File: config.mk
export PLATFORM = sky130hd
export DESIGN_NAME = sit_div
export DESIGN_NICKNAME = d
export VERILOG_FILES = /design/src/rtl/core/sit_pkg.sv /design/src/rtl/core/sit_div.sv
export SDC_FILE = /design/constraint.sdc
export NUM_CORES = 2
export LEC_CHECK = 0
export ABC_AREA = 0
export CAP_MARGIN = 0
export CORE_ASPECT_RATIO = 1.5
export CORE_MARGIN = 4
export CORE_UTILIZATION = 60
export CTS_BUF_LIST = sky130_fd_sc_hd__clkbuf_4 sky130_fd_sc_hd__clkbuf_8
export DETAILED_ROUTE_END_ITERATION = 7
export DONT_BUFFER_PORTS = 1
export PLACE_DENSITY = 0.74
export SETUP_SLACK_MARGIN = 0.05
export SKIP_LAST_GASP = 1
export SYNTH_ARGS = -nofsm -noshare
export SYNTH_HDL_FRONTEND = slang
export SYNTH_SLANG_ARGS = --single-unit
File: constraint.sdc
create_clock -name clk -period 9.7 [get_ports clk]
set_input_delay 1.455 -clock clk [delete_from_list [all_inputs] [get_ports clk]]
set_output_delay 1.455 -clock clk [all_outputs]
set_load 0.1 [all_outputs]
File: src/rtl/core/sit_pkg.sv
// Shared widths and latency constants for the segment intersection test.
package sit_pkg;

    localparam int COORD_WIDTH = 16;
    // Coordinate difference, one bit wider than a coordinate
    localparam int DIFF_W  = COORD_WIDTH + 1;
    // Product of two differences
    localparam int PROD_W  = 2 * COORD_WIDTH + 2;
    // Cross or dot product (difference of two products)
    localparam int CROSS_W = 2 * COORD_WIDTH + 3;
    // Denominator, difference of two cross products
    localparam int DEN_W   = 2 * COORD_WIDTH + 4;
    // Coordinate times cross product
    localparam int NPROD_W = 3 * COORD_WIDTH + 3;
    // Numerator, difference of two such products
    localparam int NUM_W   = 3 * COORD_WIDTH + 4;
    // Quotient magnitude bits (point magnitude never exceeds 2^(W-1))
    localparam int QUOT_W  = COORD_WIDTH + 1;
    // Front-end register stages before the divider
    localparam int FRONT_STAGES = 5;
    // Divider: entry register, one stage per quotient bit, output register
    localparam int DIV_LAT = QUOT_W + 2;
    // Front stages plus divider stages, from accepted item to done strobe
    localparam int LATENCY = FRONT_STAGES + DIV_LAT;

endpackage

File: src/rtl/core/sit_div.sv
// Pipelined signed restoring divider, one quotient bit per stage.
module sit_div
    import sit_pkg::*;
(
    input  logic                          clk,
    input  logic                          rst_n,
    input  logic                          in_valid,
    input  logic                          in_keep,
    input  logic signed [NUM_W-1:0]       in_num,
    input  logic signed [DEN_W-1:0]       in_den,
    output logic                          out_valid,
    output logic signed [COORD_WIDTH-1:0] out_q
);

    logic                      valid_reg [QUOT_W+1];
    logic                      keep_reg  [QUOT_W+1];
    logic                      neg_reg   [QUOT_W+1];
    logic [DEN_W-1:0]          dmag_reg  [QUOT_W+1];
    logic [DEN_W-1:0]          rem_reg   [QUOT_W+1];
    logic [QUOT_W-1:0]         low_reg   [QUOT_W+1];
    logic [QUOT_W-1:0]         quot_reg  [QUOT_W+1];

    logic [NUM_W-1:0]          nmag;
    logic [DEN_W-1:0]          dmag;
    logic [QUOT_W-1:0]         qsigned;
    logic                      out_valid_reg;
    logic [COORD_WIDTH-1:0]    out_q_reg;
    logic [COORD_WIDTH-1:0]    out_q_next;

    // Entry: magnitudes and result sign
    assign nmag = in_num[NUM_W-1] ? NUM_W'(-in_num) : NUM_W'(in_num);
    assign dmag = in_den[DEN_W-1] ? DEN_W'(-in_den) : DEN_W'(in_den);

    always_ff @(posedge clk or negedge rst_n)
    begin
        if (!rst_n)
        begin
            valid_reg[0] <= 1'b0;
        end
        else
        begin
            valid_reg[0] <= in_valid;
        end
    end

    always_ff @(posedge clk)
    begin
        keep_reg[0] <= in_keep;
        neg_reg[0]  <= in_num[NUM_W-1] ^ in_den[DEN_W-1];
        dmag_reg[0] <= dmag;
        rem_reg[0]  <= DEN_W'(nmag[NUM_W-1:QUOT_W]);
        low_reg[0]  <= nmag[QUOT_W-1:0];
        quot_reg[0] <= '0;
    end

    // One compare and subtract per stage
    for (genvar k = 0; k < QUOT_W; k++)
    begin : g_step
        logic [DEN_W:0]    trial;
        logic              ge;
        logic [DEN_W-1:0]  rem_next;
        logic [DEN_W:0]    diff;

        assign trial    = {rem_reg[k], low_reg[k][QUOT_W-1]};
        assign ge       = trial >= {1'b0, dmag_reg[k]};
        assign diff     = trial - {1'b0, dmag_reg[k]};
        assign rem_next = ge ? diff[DEN_W-1:0] : trial[DEN_W-1:0];

        always_ff @(posedge clk or negedge rst_n)
        begin
            if (!rst_n)
            begin
                valid_reg[k+1] <= 1'b0;
            end
            else
            begin
                valid_reg[k+1] <= valid_reg[k];
            end
        end

        always_ff @(posedge clk)
        begin
            keep_reg[k+1] <= keep_reg[k];
            neg_reg[k+1]  <= neg_reg[k];
            dmag_reg[k+1] <= dmag_reg[k];
            rem_reg[k+1]  <= rem_next;
            low_reg[k+1]  <= {low_reg[k][QUOT_W-2:0], 1'b0};
            quot_reg[k+1] <= {quot_reg[k][QUOT_W-2:0], ge};
        end
    end

    // Output: apply sign, zero when point not valid
    assign qsigned    = neg_reg[QUOT_W] ? (~quot_reg[QUOT_W] + 1'b1) : quot_reg[QUOT_W];
    assign out_q_next = keep_reg[QUOT_W] ? qsigned[COORD_WIDTH-1:0] : '0;

    always_ff @(posedge clk or negedge rst_n)
    begin
        if (!rst_n)
        begin
            out_valid_reg <= 1'b0;
        end
        else
        begin
            out_valid_reg <= valid_reg[QUOT_W];
        end
    end

    always_ff @(posedge clk)
    begin
        out_q_reg <= out_q_next;
    end

    assign out_valid = out_valid_reg;
    assign out_q     = out_q_reg;

endmodule

## After elaboration in Yosys (flattened, before gate mapping)

Memory sizes are Yosys's and may differ from the RTL's.
Index checks and enable logic that the tools add are counted.

- Register bits: 35
- Latch bits: 0
- Bits in writable memories: 1944
- Memory bits (read-only): 0
- Input port bits: 92
- Logic and storage cells: 85
- Memories kept: 6

- $add $sub $neg: 20
- Multiply operators: 0
- Div/mod/pow operators: 0
- Magnitude comparators: 17
- Equal/unequal tests: 0
- Shift operators: 0
- Muxes and demuxes: 20
- Bitwise operators: 2
- Reductions and logical operators: 0

Memory list:

| memory | depth | width | read ports | clocked after memory_dff | wr ports | RTL line | text |
|---|---|---|---|---|---|---|---|
| dmag_reg | 18 | 36 | 17 | 0 | 18 | sit_div.sv:18 | `logic [DEN_W-1:0] dmag_reg [QUOT_W+1];` |
| rem_reg | 18 | 36 | 17 | 0 | 18 | sit_div.sv:19 | `logic [DEN_W-1:0] rem_reg [QUOT_W+1];` |
| low_reg | 18 | 17 | 17 | 0 | 18 | sit_div.sv:20 | `logic [QUOT_W-1:0] low_reg [QUOT_W+1];` |
| quot_reg | 18 | 17 | 18 | 0 | 18 | sit_div.sv:21 | `logic [QUOT_W-1:0] quot_reg [QUOT_W+1];` |
| keep_reg | 18 | 1 | 18 | 0 | 18 | sit_div.sv:16 | `logic keep_reg [QUOT_W+1];` |
| neg_reg | 18 | 1 | 18 | 0 | 18 | sit_div.sv:17 | `logic neg_reg [QUOT_W+1];` |

Operators with widths:

| operator | count |
|---|---|
| 2-to-1 mux 36 bit | 18 |
| >= comparator 37 x 36 -> 1 bit | 17 |
| subtractor 36 bit | 17 |
| 2-to-1 mux 52 bit | 1 |
| negator 52 bit | 1 |
| negator 36 bit | 1 |
| adder 16 x 1 -> 16 bit (second input constant) | 1 |
| 2-to-1 mux 16 bit | 1 |
| inverter 16 bit | 1 |
| XOR 1 bit | 1 |

## Depth between registers and ports, before layout

An unclocked memory read counts as a cell.

- Word-level depth: 4
- Gate-level depth with buffers: 15
- Gate-level depth less buffers: 14

## Least setup slack after synthesis

OpenSTA, ideal clock, no wires.

- Path kind: input -> register
- Start: in in_num[8]
- End: mem rem_reg[0][26] in the netlist's numbering
- Library setup time: 0.072 ns
- Data arrival time: 4.486 ns
- Required time: 9.628 ns
- Setup slack: 5.142 ns
- Stages on the path: 10
- Path through: or4_4 or3_1 or3_4 or2_4 or3_4 or4_4 or3_1 buf_6 o31ai_4 xnor2_1

RTL lines:

| element | RTL line | text |
|---|---|---|
| start: declaration | sit_div.sv:9 | `input logic signed [NUM_W-1:0] in_num,` |
| end: declaration | sit_div.sv:19 |  |

==> results.sh <==
export IMPL_gp_congestion=0.9497
export IMPL_die_y_microns=434.8
export IMPL_synth_fp_nets=8737
export IMPL_cts_hold_buffers_added=0
export IMPL_cts_root_buffer="clkbuf_8"
export IMPL_synth_top_area_share_pct=42.96
export IMPL_grt_max_degree=72
export IMPL_viasPerCell=5.684
export IMPL_die_area_sq_um=127200
export IMPL_finClkSkew_ps=40.24
export IMPL_rsz0062_at_grt="no"
export IMPL_async_flop_share_pct=1.200
export IMPL_ys_seq_area_share_pct=43.62
export IMPL_maxCapViolCount=0
export IMPL_dominantRegCellSynth="dfxtp_1"
export IMPL_cts_setup_buffers=0
export IMPL_worstSetupEndpointType="flop"
export IMPL_syn_area_sq_um=72880
export IMPL_drtIter0Drc=2478
export IMPL_dieWidth_microns=292.6
export IMPL_vdd_drop_max_v=0.0002060
export IMPL_finalCriticalPeriod_ps=4782
export IMPL_critical_path_required_ps=10550
export IMPL_netlist_top_cells_area="dfxtp_1, ha_1, o21ai_0"
export IMPL_antenna_found_initial=6
export IMPL_clkSinkCount=1583
export IMPL_htreeDepth=4
export IMPL_numCtsBuffers=226
export IMPL_hold_viol_final=0
export IMPL_place_hpwl_microns=148500
export IMPL_path_class="reg -> reg"
export IMPL_nNetsFinal=8763
export IMPL_drive_above_1_share_pct=7.942
export IMPL_ys_types=84
export IMPL_p_switching_mw=13.00
export IMPL_worstReg2RegStart="dmag_reg[13][10]$_DFF_P_"
export IMPL_arrival_ps=5640
export IMPL_max_slew_margin_pct=18.74
export IMPL_avgRoutedWirePerCell_microns=18.91
export IMPL_ant_nets=0
export IMPL_synth_edff_count=0
export IMPL_portBuffers=0
export IMPL_area_growth_pct=9.340
export IMPL_internal_power_mw=18.45
export IMPL_finalCritPeriodShare_pct=49.29
export IMPL_largest_reg_flops=612
export IMPL_multi_input_area_sq_um=37420
export IMPL_core_sq_um=120600
export IMPL_yosys_warnings=0
export IMPL_vias=55910
export IMPL_row_count=156
export IMPL_clkTransAtPathRegs_ps=70
export IMPL_tightest_slew_ps=1219
export IMPL_finalNonFillerCells=9835
export IMPL_io_pins=109
export IMPL_setup_tns_ps=0
export IMPL_pwr_share_clk_pct=18.6
export IMPL_powerDensity_nw_per_um2=394.7
export IMPL_combPwrFrac_pct=50.3
export IMPL_setup_viol=0
export IMPL_hold_ws_ps=193.9
export IMPL_post_cts_resized=0
export IMPL_swShare_pct=41.35
export IMPL_hold_path_class="in -> async"
export IMPL_p_leak_nw=36.49
export IMPL_crit_start="dmag_reg[13][10]$_DFF_P_"
export IMPL_critPathMaxFanout=62
export IMPL_route_detailed_drc=0
export IMPL_overflow=0
export IMPL_grt_pass1_wl_microns=289800
export IMPL_fillCellCount=9894
export IMPL_start_util_pct=60.42
export IMPL_outcome="completed"
export IMPL_syn_avg_cell_area_sq_um=9.094
export IMPL_synth_cells=8014
export IMPL_fmax_mhz=209.1
export IMPL_firstDrtPassIters=7
export IMPL_p_seq_share_pct=31.0
export IMPL_grt_usage_pct=28.56
export IMPL_synth_area_leader_cell="dfxtp_1"
export IMPL_dp_cells=9392
export IMPL_cp_start_kind="flop"
export IMPL_drt_total_wl_microns=186000
export IMPL_ys_ff_latch=1583
export IMPL_tritoncts="yes"
export IMPL_clock_latency_ps=970
export IMPL_final_max_slew_viol_count=0
export IMPL_clk_path_buf_depth=3
export IMPL_grt_pass1_vias=58590
export IMPL_ff_latch_area_sq_um=31790
## final cells by class
cell class / count / area share (%)
diodes: 33 / 0.1036
clock buffers: 356 / 5.725
clock inverters: 54 / 0.8621
inverters: 781 / 3.679
multi-input cells: 5417 / 46.97
flip-flops and latches: 1583 / 39.89
well taps: 1580 / 2.481
repair buffers: 31 / 0.2921
## cells by family (layout without fill, tap and decap cells)
logic type	after synthesis	count (layout)	synth area share, %
xor gates and xnor gates	576	576	6.922
adders and majority gates	631	631	11.00
buffers and inverters	1014	1222	5.235
DFF	1583	1583	43.62
AOI/OAI and AO/OA	2224	2224	18.99
muxes	149	149	2.271
other	0	33	0
and+or+nand+nor	1837	1837	11.97
## stage by stage
stage | utilization (%) | area (sq um) | worst slack, ps | total power [mW]
final | 66.06 | 79680 | 4918 | 31.45
after global routing | 66.06 | 79680 | 4704 | 33.77
after CTS | 65.99 | 79600 | 5004 | 31.50
after detailed placement | 61.64 | 74350 | 4608 | 25.55
after global placement | 61.63 | 74340 | 4367 | 25.24
after floorplan | - | 72880 | 5142 | 21.47
## power groups by stage
stage / Clock, mW / Sequential [mW] / Combinational (mW)
5_1_grt: 6.29 / 9.95 / 17.5
2_1_floorplan: 0 / 9.48 / 12.0
4_1_cts: 6.00 / 9.74 / 15.8
3_3_place_gp: 0 / 9.83 / 15.4
3_5_place_dp: 0 / 9.87 / 15.7
6_report: 5.86 / 9.76 / 15.8
## path summary, 6_finish.rpt
path,to,slack (ps),cells after the start
worst max-delay path,rem_reg[14][17]$_DFF_P_,4920,13
worst min-delay path,valid_reg[13]$_DFF_PN0_,190,0
worst max register to register,rem_reg[14][17]$_DFF_P_,4920,13
worst min register to register,quot_reg[14][2]$_DFF_P_,300,0
max in group asynchronous,valid_reg[0]$_DFF_PN0_,9410,0
min in group clk,quot_reg[14][2]$_DFF_P_,300,0
## critical path: stages, from the launching register on
cell and delay (ps):
dfxtp_1 330, inv_1 50, ha_1 350, a211o_1 350, a21oi_1 200, nor2_1 80
o41ai_1 860, a21oi_1 310, o211ai_1 350, a21oi_1 160, o21ai_4 150, buf_4 520
clkinv_1 500, mux2_2 400
## Yosys cell counts, types with 75 or more instances
library cell / instances
dfxtp_1: 1564
a21o_1: 319
nand2b_1: 78
mux2_2: 131
nand2_1: 721
a21oi_1: 601
inv_1: 780
o21ai_0: 667
xor2_1: 235
xnor2_1: 341
nand3_1: 122
nor3_1: 87
nand4_1: 100
nor2_1: 351
nor2b_1: 75
ha_1: 615
clkbuf_1: 222
o21a_1: 79
## placed cells by master (no fill, tap or decap), drive strengths merged, types with 24 or more instances in the layout
cell type,n
dfxtp,1564
inv,788
nand2,721
o21ai,670
ha,615
a21oi,601
clkbuf,356
nor2,351
xnor2,341
a21o,319
xor2,235
mux2,131
nand3,122
nand4,100
nor3,87
o21a,79
o31ai,79
nand2b,78
nor2b,75
and3,71
a31oi,71
o21bai,66
a211oi,51
or3,48
and2,44
o211ai,42
nor4,36
diode,33
clkinv,33
buf,31
or2,24
o41ai,24
or4,24
## per-layer routing
metal	track usage, %	up-vias	part of all wire, %
met4	25.83	0	10
met2	59.88	1269	57
met3	4.045	738	2.7
met1	20.84	26020	29
li1	-	27880	-
met5	0	-	0
No activity file was read; power rests on OpenSTA's default activity.
